===== src/rtl/iee_pkg.sv =====
// ----------------------------------------------------------------------------
// iee_pkg
// Shared types and constants of the infix expression evaluator.
// ----------------------------------------------------------------------------
package iee_pkg;

   localparam int STACK_DEPTH = 32;
   localparam int VALUE_WIDTH = 32;
   localparam int PTR_W = $clog2(STACK_DEPTH);
   localparam int CNT_W = PTR_W + 1;

   typedef logic [1:0] cmd_type;
   localparam cmd_type CMD_NUM    = 2'd0;
   localparam cmd_type CMD_LPAREN = 2'd1;
   localparam cmd_type CMD_RPAREN = 2'd2;
   localparam cmd_type CMD_OP     = 2'd3;

   typedef logic [3:0] op_type;
   localparam op_type OP_MUL   = 4'd0;
   localparam op_type OP_DIV   = 4'd1;
   localparam op_type OP_MOD   = 4'd2;
   localparam op_type OP_ADD   = 4'd3;
   localparam op_type OP_SUB   = 4'd4;
   localparam op_type OP_LT    = 4'd5;
   localparam op_type OP_LE    = 4'd6;
   localparam op_type OP_GT    = 4'd7;
   localparam op_type OP_GE    = 4'd8;
   localparam op_type OP_NE    = 4'd9;
   localparam op_type OP_EQ    = 4'd10;
   localparam op_type OP_NOT   = 4'd11;
   localparam op_type OP_AND   = 4'd12;
   localparam op_type OP_OR    = 4'd13;
   localparam op_type OP_PAREN = 4'd14;

   typedef logic [2:0] status_type;
   localparam status_type ST_OK    = 3'd0;
   localparam status_type ST_UNDER = 3'd1;
   localparam status_type ST_PAREN = 3'd2;
   localparam status_type ST_NOT   = 3'd3;
   localparam status_type ST_DIVZ  = 3'd4;
   localparam status_type ST_OVER  = 3'd5;
   localparam status_type ST_LEFT  = 3'd6;

   typedef enum logic [3:0] {
      S_IDLE, S_TOKEN, S_OPRD, S_OPCHK, S_V1, S_V2, S_V3, S_EXEC, S_DIVW, S_FIN, S_OUT
   } state_type;

   typedef struct packed {
      logic                   start;
      logic                   is_mod;
      logic [VALUE_WIDTH-1:0] dividend;
      logic [VALUE_WIDTH-1:0] divisor;
   } div_req_type;

   typedef struct packed {
      logic                   busy;
      logic                   done;
      logic [VALUE_WIDTH-1:0] result;
   } div_rsp_type;

   function automatic logic [2:0] prec_of(op_type op);
      logic [2:0] p;
      if (op <= OP_MOD) p = 3'd5;
      else if (op <= OP_SUB) p = 3'd4;
      else if (op <= OP_EQ) p = 3'd3;
      else if (op == OP_NOT) p = 3'd2;
      else if (op == OP_AND) p = 3'd1;
      else p = 3'd0;
      return p;
   endfunction

endpackage


===== src/rtl/iee_stacks.sv =====
// ----------------------------------------------------------------------------
// iee_stacks
// Value and operator stack memories with registered read data.
// ----------------------------------------------------------------------------
module iee_stacks
   import iee_pkg::*;
(
   input  logic                   clock,
   input  logic                   v_we,
   input  logic [PTR_W-1:0]       v_waddr,
   input  logic [VALUE_WIDTH-1:0] v_wdata,
   input  logic [PTR_W-1:0]       v_raddr,
   output logic [VALUE_WIDTH-1:0] v_rdata,
   input  logic                   o_we,
   input  logic [PTR_W-1:0]       o_waddr,
   input  op_type                 o_wdata,
   input  logic [PTR_W-1:0]       o_raddr,
   output op_type                 o_rdata
);

   logic [VALUE_WIDTH-1:0] vmem [STACK_DEPTH];
   op_type                 omem [STACK_DEPTH];

   always_ff @(posedge clock) begin
      if (v_we) vmem[v_waddr] <= v_wdata;
      v_rdata <= vmem[v_raddr];
   end

   always_ff @(posedge clock) begin
      if (o_we) omem[o_waddr] <= o_wdata;
      o_rdata <= omem[o_raddr];
   end

endmodule


===== config.mk =====
export PLATFORM = sky130hd
export DESIGN_NAME = iee_stacks
export DESIGN_NICKNAME = d
export VERILOG_FILES = /design/src/rtl/iee_pkg.sv /design/src/rtl/iee_stacks.sv
export SDC_FILE = /design/constraint.sdc
export NUM_CORES = 1
export LEC_CHECK = 0
export CAP_MARGIN = 20
export CORE_MARGIN = 4
export CORE_UTILIZATION = 60
export CTS_CLUSTER_SIZE = 25
export DETAILED_ROUTE_END_ITERATION = 7
export DONT_BUFFER_PORTS = 1
export PLACE_DENSITY_LB_ADDON = 0.25
export SYNTH_ARGS = -nofsm -noshare
export SYNTH_HDL_FRONTEND = slang
export SYNTH_SLANG_ARGS = --single-unit
export TNS_END_PERCENT = 20

===== constraint.sdc =====
create_clock -name clock -period 8.7 [get_ports clock]
set_input_delay 1.74 -clock clock [delete_from_list [all_inputs] [get_ports clock]]
set_output_delay 1.74 -clock clock [all_outputs]
set_load 0.005 [all_outputs]

; ---- Word-level counts from Yosys, hierarchy flattened
; Memory sizes are Yosys's and may differ from the RTL's. A register that Yosys moved wholly into a read port is not among the register bits.
; Cells that the tools add are included.
[word_totals]
inputBits = 59
ram_bits = 1152
n_memories = 2
word_cells = 6
out_inout_bits = 36
reg_bits = 0
[mem_list]
columns = name, words, width, read_ports, rd_clocked_by_memory_dff, write_ports, line
row1 = vmem, 32, 32, 1, 1, 1, iee_stacks.sv:21  ; logic [VALUE_WIDTH-1:0] vmem [STACK_DEPTH];
row2 = omem, 32, 4, 1, 1, 1, iee_stacks.sv:22  ; op_type omem [STACK_DEPTH];
[classes]
n_mux = 4
[op_table]
columns = operator, n
row1 = 1-bit 2-to-1 mux, 4

; ---- Longest topological paths before layout
[logic_depth]
word_depth = 2
depth_mapped = 8
ltp_nobuf = 5

; ---- Worst setup path after synthesis
; OpenSTA, ideal clock, no wires.
[synth_timing]
path_kind = input to register
from = input v_waddr[1]
to = memory vmem[12][0], enable pin
setup_ns = 0.421
cell_stages = 3
setup_slack_ns = 4.525
t_arrival_ns = 3.753
n_path_buf = 1
t_required_ns = 8.279
path_cell_list = or3b_2 -> clkbuf_1 -> nor2_1
[synth_rtl]
columns = item, line
row1 = "start, declared", iee_stacks.sv:10  ; input logic [PTR_W-1:0] v_waddr,
row2 = "end, declared", iee_stacks.sv:21
; Straight into the memory's write port.

==> results.toml <==
[global_route]
grt_antenna_before_repair = 1
grt_first_pass_wirelength_mm = 153.3
grt_remaining_overflow = 0
grt_use_total_pct = 25.69
grt_pass1_vias = 23300
grt_max_degree = 513

[clock_network]
insertion_delay_ns = 0.67
h-tree-depth = 3
clock_sinks = 1188
clock_path_buffers = 3
cts_hold_buf = 0
cts_resized = 0
cts_tree = "yes"
clkSlewWorstSetupHoldPaths_ns = 0.06
cts_root_buf = "clkbuf_16"
cts_made_buffers = 115
post_cts_buffers = 0

[sta]
skew_ns = 0.03064
tightest_slew_ns = 1.023
finalHoldViolCount = 0
period_minus_slack_ns = 3.736
fmax_mhz = 267.7
rsz0062_at_grt = "false"
tns_ns = 0
drv_slew = 0
post-route-period-util_pct = 42.94
finalSetupViolCount = 0
slew_headroom_pct = 31.78
fin_ws_ns = 4.964

[detailed_routing]
firstDrtPassIters = 6
viasPerCell = 6.464
drc = 0
vias = 23150
drt_iter0_drc = 2913
drt-wirelength-per-cell_um = 29.36
wirelength_mm = 105.2
detail-route-antenna-nets = 0

[yosys]
synth_area_leaders = "edfxtp_1 76%, mux2i_1 11%, mux4_2 2.0%, dfxtp_1 1.6%, a22oi_1 1.6%"
synth_edf_count = 1152
syn_area_sq_um = 45410
synth-compound-area-share_pct = 4.321
synth_flop_cell = "edfxtp_1"
ys_seq_area_share_pct = 77.77
syn-instance-count = 2491
synth-simple-area-share_pct = 3.218
synth_top_family_by_area = "multiplexers"
synth.avg_cell_area_sq_um = 18.23
yosys.area.top_type_share_pct = 76.18
synthAdderAreaFrac_pct = 0
synth-xor-area-share_pct = 0
ys_async_sr_fraction_pct = 0
yosys_warnings = 0
netlist-cell-type-count = 24
muxShareOfSynthArea_pct = 13.37
syn_nets = 2550
yosys_register_bits = 1188
yosysTopAreaCell = "edfxtp_1"

[hold_path]
min_path_type = "reg2reg"

[run_status]
outcome = "finished, final reports clean"

[power]
switching_share_pct = 19.40
power_frac_seq_pct = 54.7
combPwrFrac_pct = 3.2
internal-power_w = 0.009447
peakVddDrop_mv = 0.1593
power_leakage_nw = 17.18
clock_power_share_pct = 42.1
p_sw_w = 0.002274
power_density_nw_per_um2 = 232.4

[setup_path]
worstSetupStartpointType = "input port"
required_ns = 9.22
worstPathArrival_ns = 4.25
crit_fanout = 69
crit_path_end_kind = "register"
crit_type = "in2reg"

[finish]
area.growth.synth_to_final_pct = 11.05
diodes = 0
fin_nets = 2572
fin_util_pct = 67.51
fin_area_sq_um = 50430
stdcell_count = 3581
drive_gt1_share_pct = 11.60

[place]
dp_slack_ns = 4.365
dpl.cell_count = 3365
dpl.hpwl_mm = 52.73
portBuffers = 0
dpl_cell_area_sq_um = 46630
gp_congestion = 0.7684

[die]
core_sq_um = 74700
std_cell_rows = 100
chipHeight_um = 283.1
io_pins = 95
start_util_pct = 60.79
die_area_sq_um = 80140
die_w_um = 283.1

[flow_run]
drv_cap = 0
-- power groups by stage --
stage	clock, W	combinational, W	sequential, W
after global placement	0	0.000364	0.00653
final	0.00494	0.000377	0.00641
after detailed placement	0	0.000369	0.00653
after global routing	0.00525	0.000397	0.00641
after floorplan	0	0.000320	0.00651
after CTS	0.00500	0.000371	0.00641
-- area by class of cell --
type / instances / area, sq um
Sequential cell: 1188 / 35310
Multi-Input combinational cell: 1166 / 9767
Clock buffer: 161 / 3243
Clock inverter: 55 / 549.3
Timing Repair Buffer: 42 / 340.3
Fill cell: 4733 / 24270
Tap cell: 969 / 1212
-- registers in the layout, summed over array words and instances, names as in the netlist --
name     count
v_rdata     32
omem       128
vmem      1024
o_rdata      4
-- through the flow --
| stage | power (W) | hold slack (ns) |
|---|---|---|
| global route | 0.01206 | 0.6471 |
| finish | 0.01172 | 0.5938 |
| global placement | 0.006891 | 0.5787 |
| CTS | 0.01178 | 0.5928 |
| floorplan | 0.006825 | 0.5537 |
| detailed placement | 0.006899 | 0.5817 |
-- cells by family (layout without fill, tap and decap cells) --
logic type	after synthesis	count (layout)
buffers and inverters	137	258
muxes	556	556
DFF	1188	1188
AOI/OAI and AO/OA	288	288
and+or+nand+nor	322	322
-- synthesized netlist by cell type (2+ instances only) --
master    instances
a22oi_1          96
a31oi_1          32
nand3b_1         10
mux2_2            4
a21oi_1          96
a22o_1           64
nor3_1           32
dfxtp_1          36
mux4_2           40
nand2_1          99
nand2b_1          2
nor2b_1           2
buf_6             3
clkbuf_1         71
edfxtp_1       1152
or3b_2            6
or3_1             2
nand3_1         100
mux2i_1         512
buf_2            50
buf_1            13
nor2_1           67
-- routing by layer --
| metal | track usage, % | part of all wire, % | vias up |
|---|---|---|---|
| met5 | 0 | 0 | - |
| met2 | 42.62 | 50 | 1030 |
| met3 | 4.116 | 7.4 | 179 |
| li1 | - | - | 9985 |
| met4 | 7.852 | 2.8 | 0 |
| met1 | 35.79 | 40 | 11950 |
-- cells in the final DEF (no fill, tap or decap), types with 16 or more instances in the layout --
| cell | instances |
|---|---|
| mux2i_1 | 512 |
| nor2_1 | 34 |
| clkbuf_16 | 117 |
| buf_4 | 40 |
| edfxtp_1 | 1152 |
| mux4_2 | 40 |
| clkinv_2 | 22 |
| nor2_4 | 33 |
| nand3_1 | 100 |
| a31oi_1 | 32 |
| nand2_1 | 98 |
| clkinv_1 | 16 |
| clkbuf_1 | 29 |
| dfxtp_1 | 36 |
| a22oi_1 | 96 |
| a22o_1 | 64 |
| nor3_1 | 32 |
| a21oi_1 | 96 |
-- critical path: stages --
cell and delay, ns:
nor2b_4 0.10, buf_4 0.74, buf_4 0.91, a22o_1 0.28, nor3_1 0.06, a31oi_1 0.24
nand3_1 0.13
-- path summary, 6_finish.rpt --
| path | end | slack, ns | cells after the start | from |
|---|---|---|---|---|
| setup reg to reg | o_rdata[2]$_DFF_P_ | 6.92 | 3 | omem[22][2]$_DFFE_PP_ |
| hold reg to reg | v_rdata[7]$_DFF_P_ | 0.59 | 4 | vmem[12][7]$_DFFE_PP_ |
| hold / removal | v_rdata[7]$_DFF_P_ | 0.59 | 4 | vmem[12][7]$_DFFE_PP_ |
| setup / recovery | v_rdata[29]$_DFF_P_ | 4.96 | 7 | v_raddr[2] |
Power figures use the tool's default switching activity.
