===== src/rtl/iee_pkg.sv =====
// ----------------------------------------------------------------------------
// iee_pkg
// Shared types and constants of the infix expression evaluator.
// ----------------------------------------------------------------------------
package iee_pkg;

   localparam int STACK_DEPTH = 32;
   localparam int VALUE_WIDTH = 32;
   localparam int PTR_W = $clog2(STACK_DEPTH);
   localparam int CNT_W = PTR_W + 1;

   typedef logic [1:0] cmd_type;
   localparam cmd_type CMD_NUM    = 2'd0;
   localparam cmd_type CMD_LPAREN = 2'd1;
   localparam cmd_type CMD_RPAREN = 2'd2;
   localparam cmd_type CMD_OP     = 2'd3;

   typedef logic [3:0] op_type;
   localparam op_type OP_MUL   = 4'd0;
   localparam op_type OP_DIV   = 4'd1;
   localparam op_type OP_MOD   = 4'd2;
   localparam op_type OP_ADD   = 4'd3;
   localparam op_type OP_SUB   = 4'd4;
   localparam op_type OP_LT    = 4'd5;
   localparam op_type OP_LE    = 4'd6;
   localparam op_type OP_GT    = 4'd7;
   localparam op_type OP_GE    = 4'd8;
   localparam op_type OP_NE    = 4'd9;
   localparam op_type OP_EQ    = 4'd10;
   localparam op_type OP_NOT   = 4'd11;
   localparam op_type OP_AND   = 4'd12;
   localparam op_type OP_OR    = 4'd13;
   localparam op_type OP_PAREN = 4'd14;

   typedef logic [2:0] status_type;
   localparam status_type ST_OK    = 3'd0;
   localparam status_type ST_UNDER = 3'd1;
   localparam status_type ST_PAREN = 3'd2;
   localparam status_type ST_NOT   = 3'd3;
   localparam status_type ST_DIVZ  = 3'd4;
   localparam status_type ST_OVER  = 3'd5;
   localparam status_type ST_LEFT  = 3'd6;

   typedef enum logic [3:0] {
      S_IDLE, S_TOKEN, S_OPRD, S_OPCHK, S_V1, S_V2, S_V3, S_EXEC, S_DIVW, S_FIN, S_OUT
   } state_type;

   typedef struct packed {
      logic                   start;
      logic                   is_mod;
      logic [VALUE_WIDTH-1:0] dividend;
      logic [VALUE_WIDTH-1:0] divisor;
   } div_req_type;

   typedef struct packed {
      logic                   busy;
      logic                   done;
      logic [VALUE_WIDTH-1:0] result;
   } div_rsp_type;

   function automatic logic [2:0] prec_of(op_type op);
      logic [2:0] p;
      if (op <= OP_MOD) p = 3'd5;
      else if (op <= OP_SUB) p = 3'd4;
      else if (op <= OP_EQ) p = 3'd3;
      else if (op == OP_NOT) p = 3'd2;
      else if (op == OP_AND) p = 3'd1;
      else p = 3'd0;
      return p;
   endfunction

endpackage


===== src/rtl/iee_divider.sv =====
// ----------------------------------------------------------------------------
// iee_divider
// Radix-2 restoring divider, signed truncating quotient or remainder.
// ----------------------------------------------------------------------------
module iee_divider
   import iee_pkg::*;
(
   input  logic        clock,
   input  logic        reset,
   input  div_req_type req,
   output div_rsp_type rsp
);

   localparam int W = VALUE_WIDTH;
   localparam int SW = $clog2(W + 1);

   logic [W-1:0] quo_ff, quo_in;
   logic [W:0]   rem_ff, rem_in;
   logic [W-1:0] dsr_ff, dsr_in;
   logic [SW-1:0] cnt_ff, cnt_in;
   logic busy_ff, busy_in, done_ff, done_in;
   logic qneg_ff, qneg_in, rneg_ff, rneg_in, mod_ff, mod_in;
   logic [W:0] trial;
   logic [W-1:0] mag_q, mag_r;

   always_comb begin
      quo_in = quo_ff; rem_in = rem_ff; dsr_in = dsr_ff; cnt_in = cnt_ff;
      busy_in = busy_ff; done_in = 1'b0;
      qneg_in = qneg_ff; rneg_in = rneg_ff; mod_in = mod_ff;
      trial = {rem_ff[W-1:0], quo_ff[W-1]} - {1'b0, dsr_ff};
      if (req.start) begin
         busy_in = 1'b1;
         cnt_in = SW'(W);
         mod_in = req.is_mod;
         qneg_in = req.dividend[W-1] ^ req.divisor[W-1];
         rneg_in = req.dividend[W-1];
         quo_in = req.dividend[W-1] ? -req.dividend : req.dividend;
         dsr_in = req.divisor[W-1] ? -req.divisor : req.divisor;
         rem_in = '0;
      end else if (busy_ff) begin
         if (!trial[W]) begin
            rem_in = trial;
            quo_in = {quo_ff[W-2:0], 1'b1};
         end else begin
            rem_in = {rem_ff[W-1:0], quo_ff[W-1]};
            quo_in = {quo_ff[W-2:0], 1'b0};
         end
         cnt_in = cnt_ff - 1'b1;
         if (cnt_ff == SW'(1)) begin
            busy_in = 1'b0;
            done_in = 1'b1;
         end
      end
   end

   always_ff @(posedge clock) begin
      if (reset) begin
         busy_ff <= 1'b0;
         done_ff <= 1'b0;
      end else begin
         busy_ff <= busy_in;
         done_ff <= done_in;
      end
      quo_ff <= quo_in; rem_ff <= rem_in; dsr_ff <= dsr_in; cnt_ff <= cnt_in;
      qneg_ff <= qneg_in; rneg_ff <= rneg_in; mod_ff <= mod_in;
   end

   assign mag_q = qneg_ff ? -quo_ff : quo_ff;
   assign mag_r = rneg_ff ? -rem_ff[W-1:0] : rem_ff[W-1:0];
   assign rsp.busy = busy_ff;
   assign rsp.done = done_ff;
   assign rsp.result = mod_ff ? mag_r : mag_q;

`ifndef SYNTHESIS
   a_done_after_busy: assert property (@(posedge clock) disable iff (reset)
      done_ff |-> $past(busy_ff)) else $error("divider done without busy");
   a_no_restart: assert property (@(posedge clock) disable iff (reset)
      busy_ff |-> !req.start) else $error("divider restarted while busy");
   a_done_one: assert property (@(posedge clock) disable iff (reset)
      done_ff |=> !done_ff) else $error("divider done held");
`endif

endmodule


===== config.mk =====
export PLATFORM = sky130hd
export DESIGN_NAME = iee_divider
export DESIGN_NICKNAME = d
export VERILOG_FILES = /design/src/rtl/iee_pkg.sv /design/src/rtl/iee_divider.sv
export SDC_FILE = /design/constraint.sdc
export NUM_CORES = 1
export LEC_CHECK = 0
export BUFFER_PORTS_ARGS = -buffer_cell sky130_fd_sc_hd__buf_2
export CAP_MARGIN = 20
export CORE_ASPECT_RATIO = 1.25
export CORE_MARGIN = 2
export CORE_UTILIZATION = 56
export DETAILED_ROUTE_END_ITERATION = 6
export GPL_ROUTABILITY_DRIVEN = 0
export PLACE_DENSITY = 0.77
export SLEW_MARGIN = 20
export SYNTH_ARGS = -nofsm -noshare
export SYNTH_HDL_FRONTEND = slang
export SYNTH_SLANG_ARGS = --single-unit

===== constraint.sdc =====
create_clock -name clock -period 4.8 [get_ports clock]
set_input_delay 0.96 -clock clock [delete_from_list [all_inputs] [get_ports clock]]
set_output_delay 0.96 -clock clock [all_outputs]
set_load 0.01 [all_outputs]

# Word level (Yosys, flattened, before mapping)
# Cells that the tools add are included.
[totals]
out_inout_bits = 34
reg_bits = 107
[op_classes]
addsub = 6
bitwise = 2
n_eq_ne = 1
n_mux = 13
n_reduce_logical = 2
[op_table]
columns = ["cell", "n"]
rows = [
  ["32-bit two-way mux", 7],
  ["32-bit negation", 4],
  ["33-bit by 32-bit subtractor with 33-bit output", 1],
  ["31-bit two-way mux", 1],
  ["6-bit by 1-bit equality test with 1-bit output, second input constant", 1],
  ["6-bit by 1-bit subtractor with 6-bit output, second input constant", 1],
  ["1-bit two-way mux", 5],
  ["3-bit OR reduction", 1],
  ["2-bit nonzero test", 1],
  ["1-bit inverter", 1],
  ["1-bit XOR", 1],
]

# Depth between registers and ports, before layout
# Gate-level depths: netlist of the first run.
[depth]
word_depth = 4
depth_mapped = 14
ltp_nobuf = 12

# Least setup slack after synthesis of the first run
# Ideal clock, no wire load.
[synth_timing]
kind = "register to output"
start = "reg quo_ff[16]"
end = "out rsp[29] in the netlist's numbering"
path_buffers = 0
setup_slack_ns = 0.728
t_required_ns = 3.840
t_arrival_ns = 3.112
path_stages_with_launch = 9
cell_sequence = "edfxtp_1 > or4_1 > or2_2 > or4_1 > or4_1 > or3_1 > o41ai_2 > xor2_1 > o21ai_0"
[synth_lines]
columns = ["element", "line_no", "rtl"]
rows = [
  ["start, declared", "iee_divider.sv:17", "logic [W-1:0] quo_ff, quo_in;"],
  ["start signal, assigned", "iee_divider.sv:64", "quo_ff <= quo_in; rem_ff <= rem_in; dsr_ff <= dsr_in; cnt_ff <= cnt_in;"],
  ["end, declared", "iee_divider.sv:11", "output div_rsp_type rsp"],
]

==> results of run 1 <==
kinds of logic after synthesis:
| logic type | after synthesis |
|---|---|
| compound gates | 310 |
| flops | 107 |
| simple gates | 359 |
| buf+inv | 104 |
| mux | 2 |
| fa+ha+maj | 39 |
| xor+xnor | 149 |
repair_timing:
item                       4_1_cts  5_1_grt
gates resized for setup          0        3
setup endpoints to repair        0        3
buffers inserted                 0        4
metrics by stage:
stage / worst slack, ns / power, mW / utilization, %
detailed placement: 0.527 / 2.20 / 61.1
global route: 0.00906 / 3.14 / 63.2
CTS: 0.133 / 2.95 / 63.0
global placement: 0.560 / 2.19 / 61.1
floorplan: 0.728 / 1.92 / -
finish: 0.177 / 2.96 / 63.2
sequential cells by signal, indices dropped and copies added, names as in the netlist:
| name | cells |
|---|---|
| dsr_ff | 32 |
| done_ff | 1 |
| cnt_ff | 6 |
| rneg_ff | 1 |
| qneg_ff | 1 |
| quo_ff | 32 |
| rem_ff | 32 |
| mod_ff | 1 |
| busy_ff | 1 |
worst max-delay path: stages (launching register included):
cell     delay, ns
dfxtp_1       0.40
or4_1         0.58
or3_1         0.35
or4_1         0.53
or2_1         0.28
or4_4         0.46
o21ai_0       0.22
xnor2_1       0.14
nand2_1       0.06
o21ai_0       0.11
buf_2         0.17
Yosys cell counts (all sizes together), types with 13 or more instances:
master  count
or4        17
o41ai      20
ha         38
xor2       66
nand2b     17
nand3      32
a21oi      82
o211ai     13
or3        22
a311oi     23
nor3       19
edfxtp     67
dfxtp      40
o21ai      99
clkbuf     42
inv        52
nand2     104
nor2      104
xnor2      83
o31ai      29
path summary, 6_finish.rpt:
check             startpoint          to  slack, ns  cells past startpoint
setup reg to reg  quo_ff[31]  rem_ff[22]       0.83                     13
setup / recovery   rem_ff[6]     rsp[26]       0.18                     10
hold / removal     cnt_ff[0]   cnt_ff[0]       0.50                      2
hold reg to reg    cnt_ff[0]   cnt_ff[0]       0.50                      2
metal layers:
layer  up-vias  track usage [%]
met5         -                0
met4         0             9.77
met3        26             1.94
met2       254             43.0
met1      3641             32.6
li1       4038                -
power by group through the flow:
stage | registers [mW] | clock network (mW) | logic (mW)
4_1_cts | 1.20 | 0.752 | 1.00
3_5_place_dp | 1.22 | 0 | 0.988
2_1_floorplan | 1.17 | 0 | 0.743
3_3_place_gp | 1.21 | 0 | 0.973
6_report | 1.20 | 0.745 | 1.01
5_1_grt | 1.21 | 0.792 | 1.14
layout make-up:
cell class / instances / area (µm²)
clock inverters: 7 / 68.8
well taps: 212 / 265
flip-flops and latches: 107 / 2810
fillers: 1392 / 5680
clock buffers: 9 / 225
inverters: 52 / 195
repair buffers: 118 / 636
multi-input cells: 859 / 5560
placed cells by master, fill, tap and decap left out, types with 4 or more instances in the layout:
cell type and instances:
xor2_1 66, a211oi_1 4, nor4_1 6, a21oi_1 82, or4_4 5, nand3_1 32, nor2_1 104, nor3_1 18
ha_1 38, or2_2 6, buf_4 18, xnor2_1 83, or3_4 4, inv_1 52, o21a_1 5, a31oi_1 7
or3_1 17, o21ai_0 96, a311oi_1 23, clkbuf_16 9, a21o_1 10, nor2b_1 9, buf_2 100, or4_1 12
dfxtp_1 39, o211ai_1 13, nand4_1 10, o41ai_1 17, o21bai_1 4, edfxtp_1 67, nand2_1 104, o31ai_1 28
nand2b_1 15
==> impl_results.md, run 1 <==
* Part of the power in registers at 40.5%
* M1 wire length at 9.20 mm
* DR pass1 iterations at 5
* Core area at 0.0154 mm²
* Routed WL per cell at roughly 15 µm
* Synth Register Bits at 107
* Final Instance Area at a little under 0.01 mm²
* Placed Instances at 1344
* Ant diodes at 0
* Vias per inst at 5.84
* Syn_nets at ~1200
* Cell Rows at 51
* Buffers on Ports at 101
* Worst hold slack at 0.497 ns
* Top cells by area, synth: edfxtp_1, dfxtp_1, xnor2_1
* Pwr dens at 303 mW/mm²
* Die X at 116 µm
* Fraction of the mapped netlist area in adder cells at under 10%
* DP Area at approximately 0.0094 mm²
* Syn. warnings at 0
* Main combinational cell family by area after synthesis: compound AO/OA/AOI/OAI gates
* Mapped Cells at 1070
* Final Setup Violations at 0
* Synth cell types at 58
* Simple-Gate Fraction of Synth Area at 20.0%
* Sum Neg Setup Slack at 0 ns
* Final nets at 1254
* Initial core utilization at 56.7%
* Post-synthesis compound-gate area fraction at between 20% and 30%
* Max cap viols at 0
* Leak Pwr at approximately 3.9 nW
* CTS H-Tree Depth at 3
* Largest net degree at the start of global routing at 65
* Area grow syn2layout at 11.5%
* Status: finished clean
* CP Launch Type: register
* DR WL met2 at 10.0 mm
* Worst-Skew Late Latency at 0.36 ns
* Vias in the first global route at 7268
* Fin. Hold Viols at 0
* EDFF count, synth at 67
* Syn Std Cell Area at 0.00875 mm²
* Final WL at about 21 mm
* CTS sink count at 107
* Fin. max-slew vios at 0
* Final clock skew at around 0.011 ns
* Root buf cell: clkbuf_16
* CTS tree: done
* Sw Pwr at 1.04 mW
* Post-route ant nets at 0
* Critical Path End Type: primary output
* Ratio of cells with drive above 1 in the final layout at between 10% and 20%
* Hpwl dp at 15.3 mm
* Vias at between 7000 and 8000
* CP arrival at 3.66 ns
* Initial antenna violation count at 0
* First-pass GRT wire length at 33.8 mm
* Grt ovf at 0
* Die area at roughly 0.017 mm²
* Type of the worst setup path: register to primary output
* Worst VDD drop at 0.000198 V
* Layout Cells excl Fill at 1364
* Die Y at 144 µm
* Ys async rst share at 0%
* Hold buffer count at cts at 0
* Synth top area share at 23.0%
* Drt initial violations at about 720
* RSZ-0062 raised after global routing: no
* Number of CTS-inserted buffers at 9
* Slew margin rel. at between 30% and 40%
* Gate power share at 34.3%
* Top FF cell, synth: edfxtp_1
* Critical Path RT at 3.84 ns
* Worst-case clock buffer depth at 2
* Crit path max fanout at 8
* Remaining DRCs at 0
* Syn Area/Cell at slightly above 8 µm²
* XOR/XNOR Fraction of Synth Area at ~15%
* Sw Ratio at 35.2%
* Internal Pwr Total at 1.92 mW
* Sequential area share after synthesis at 32.1%
* Hold Crit Class: register to register
* Clk network pwr share at roughly a quarter
* Wire length on met3 at ~960 µm
* Total global-route track usage at 25.0%
* FMAX at 0.216 GHz
* Tcrit/Tclk final at 96.3%
* Io pins at 102
* Top cell type by total area after synthesis: edfxtp_1
* Actual slew at the worst max-slew pin at 0.941 ns
* Multiplexer share of the synthesized area at less than 1%
* Min Tclk post-route at approximately 4.6 ns
* Top Metal Used: met4
* Clock slew at reported path FFs at about 0.08 ns
Note: power is estimated with default switching activity, not from simulation.
==> run 2: changes to the inputs <==
CORE_UTILIZATION = 54   (was 56)
PLACE_DENSITY = 0.78   (was 0.77)
clock period = 4.03 ns   (was 4.8 ns; I/O delays follow)
==> impl_results.md, run 2 (same netlist as run 1, synthesis figures left out) <==
* Status: finished with violations
* Violated checks: setup timing
* DR pass1 iterations at 5 (unchanged)
* FMAX at 0.236 GHz
* Tcrit/Tclk final at 105%
* M1 wire length at 9.37 mm (+1.9%)
* Area grow syn2layout at 14.1%
* Clock slew at reported path FFs at 0.07 ns (about the same)
* First-pass GRT wire length at 33.9 mm (+0.45%)
* Die area at 0.0173 mm² (+3.6%)
* Critical Path End Type: primary output
* Worst-Skew Late Latency at 0.36 ns (about the same)
* Wire length on met3 at 975 µm (+1.4%)
* CP max stage delay at 0.53 ns (-0.05 ns)
* CTS tree: done
* Actual slew at the worst max-slew pin at 1.09 ns (+0.149 ns)
* R2R cell count at 14 (+1)
* Commonest cells after routing, fill and taps aside: nand2_1, nor2_1, buf_2
* Pwr dens at 359 mW/mm² (+18%)
* Worst setup margin at -0.209 ns (-0.387 ns)
* Slew margin rel. at 27.3% (-10 points)
* Worst Hold Path Cells at 2 (unchanged)
* Worst hold slack at 0.494 ns (-0.00361 ns)
* DR WL met2 at 9.79 mm (-2.2%)
* CTS H-Tree Depth at 3 (unchanged)
* Die Y at 146 µm (+1.8%)
* Max cap viols at 0 (unchanged)
* Routed WL per cell at 15.0 µm (-0.78%)
* Final nets at 1268 (+1.1%)
* Critical-path cell list: or4_4 -> or2_4 -> or4_4 -> or4_4 -> or3_4 -> o21a_1 -> xnor2_1 -> nor2_1 -> a21oi_1 -> buf_2
* Fin. max-slew vios at 0 (unchanged)
* Initial core utilization at 54.7% (-2.0 points)
* DP Area at 0.00957 mm² (+1.5%)
* CP arrival at 3.43 ns (-0.23 ns)
* Worst VDD drop at 0.000241 V (+22%)
* Worst-case clock buffer depth at 2 (unchanged)
* Post-route ant nets at 0 (unchanged)
* Gate power share at 35.1% (+0.8 points)
* Die X at 118 µm (+1.8%)
* Type of the worst setup path: register to primary output
* Critical Path RT at 3.22 ns (-0.62 ns)
* Clk network pwr share at 25.2% (about the same)
* Largest net degree at the start of global routing at 69 (+6.2%)
* Initial antenna violation count at 0 (unchanged)
* Cell mode on critical path: or4_4
* RSZ-0062 raised after global routing: yes
* Crit path max fanout at 4 (-4)
* Final Util at 62.4% (-0.81 points)
* Drt initial violations at 550 (-24%)
* Leak Pwr at 3.97 nW (+2.7%)
* Grt ovf at 0 (unchanged)
* Internal Pwr Total at 2.33 mW (+22%)
* Pre-CTS WS at 0.0414 ns (-0.486 ns)
* Top flop regs: dsr_ff (32), quo_ff (32), rem_ff (32)
* Root buf cell: clkbuf_16
* Final Setup Violations at 8 (+8)
* Hold Crit Class: register to register
* Ant diodes at 0 (unchanged)
* Vias in the first global route at 7274 (+0.083%)
* Number of CTS-inserted buffers at 9 (unchanged)
* Final WL at 20.8 mm (+0.53%)
* Top Metal Used: met4
* Ratio of cells with drive above 1 in the final layout at 16.4% (+2.2 points)
* Final clock skew at 0.00946 ns (-0.00142 ns)
* Min Tclk post-route at 4.24 ns
* Core area at 0.0160 mm² (+3.6%)
* Crit-path slowest cell: or4_4
* Sw Pwr at 1.25 mW (+20%)
* Total global-route track usage at 23.7% (-1.3 points)
* CTS sink count at 107 (unchanged)
* Part of the power in registers at 39.7% (-0.8 points)
* Fin. Hold Viols at 0 (unchanged)
* CP top delay family: simple AND/OR/NAND/NOR gates
* Final Instance Area at 0.00999 mm² (+2.3%)
* CP Launch Type: register
* Hpwl dp at 15.4 mm (+0.35%)
* Remaining DRCs at 0 (unchanged)
* Io pins at 102 (unchanged)
* Buffers on Ports at 101 (unchanged)
* Vias per inst at 5.80 (-0.60%)
* Cell Rows at 52 (+2.0%)
* Buf+Inv Stages, Crit Path at 1 (unchanged)
* CP Depth at 10 (unchanged)
* Vias at 8016 (+0.72%)
* Sw Ratio at 34.9% (-0.29 points)
[run 2: cell types whose count changed in the layout (fill, tap and decap cells not counted), sizes merged]
| cell | before | now |
|---|---|---|
| clkbuf | 9 | 12 |
| inv | 52 | 53 |
| buf | 118 | 132 |
| clkinvlp | 2 | 1 |
| clkinv | 4 | 1 |
[run 2: final cells by class]
cell class | instances | area (µm²)
clock buffer | 12 | 246
timing repair buffer | 132 | 766
sequential | 107 | 2820
inverter | 52 | 195
tap | 216 | 270
clock inverter | 4 | 48.8
multi-input combinational | 859 | 5650
fill | 1410 | 6010
[run 2: through the flow]
stage / setup TNS [ns] / instances / power, mW
3_3_place_gp: 0 / 1363 / 2.62
6_report: -1.19 / 1382 / 3.58
2_1_floorplan: 0 / 1070 / 2.28
5_1_grt: -2.37 / 1382 / 3.78
4_1_cts: -1.24 / 1382 / 3.57
3_5_place_dp: 0 / 1363 / 2.64
[run 2: final timing paths]
check	startpoint	to	slack, ns
worst max-delay path	quo_ff[16]	rsp[31]	-0.21
worst max register to register	quo_ff[31]	rem_ff[0]	0.22
worst min register to register	cnt_ff[0]	cnt_ff[0]	0.49
worst min-delay path	cnt_ff[0]	cnt_ff[0]	0.49
[run 2: power by group through the flow]
| stage | Combinational (mW) | Sequential, mW | Clock, mW |
|---|---|---|---|
| 3_5_place_dp | 1.21 | 1.43 | 0 |
| 4_1_cts | 1.25 | 1.42 | 0.912 |
| 2_1_floorplan | 0.884 | 1.40 | 0 |
| 6_report | 1.26 | 1.42 | 0.904 |
| 5_1_grt | 1.39 | 1.44 | 0.945 |
| 3_3_place_gp | 1.19 | 1.43 | 0 |
[run 2: tightest hold or removal path, delay by kind of cell (launching register included)]
| kind | cells | cell delay, ns |
|---|---|---|
| flops | 1 | 0.32 |
| compound gates | 1 | 0.06 |
| simple gates | 1 | 0.07 |
[run 2: repair_timing]
item                       CTS  global route
buffers inserted             3             0
pin swaps                    9             4
gates resized for setup     22             5
hold buffers                 0             0
setup endpoints to repair   10            25
[run 2: routing by layer]
| layer | up-vias | track usage [%] |
|---|---|---|
| met5 | - | 0 |
| met4 | 0 | 10.6 |
| met3 | 42 | 2.11 |
| met2 | 238 | 40.1 |
| met1 | 3664 | 30.8 |
| li1 | 4072 | - |
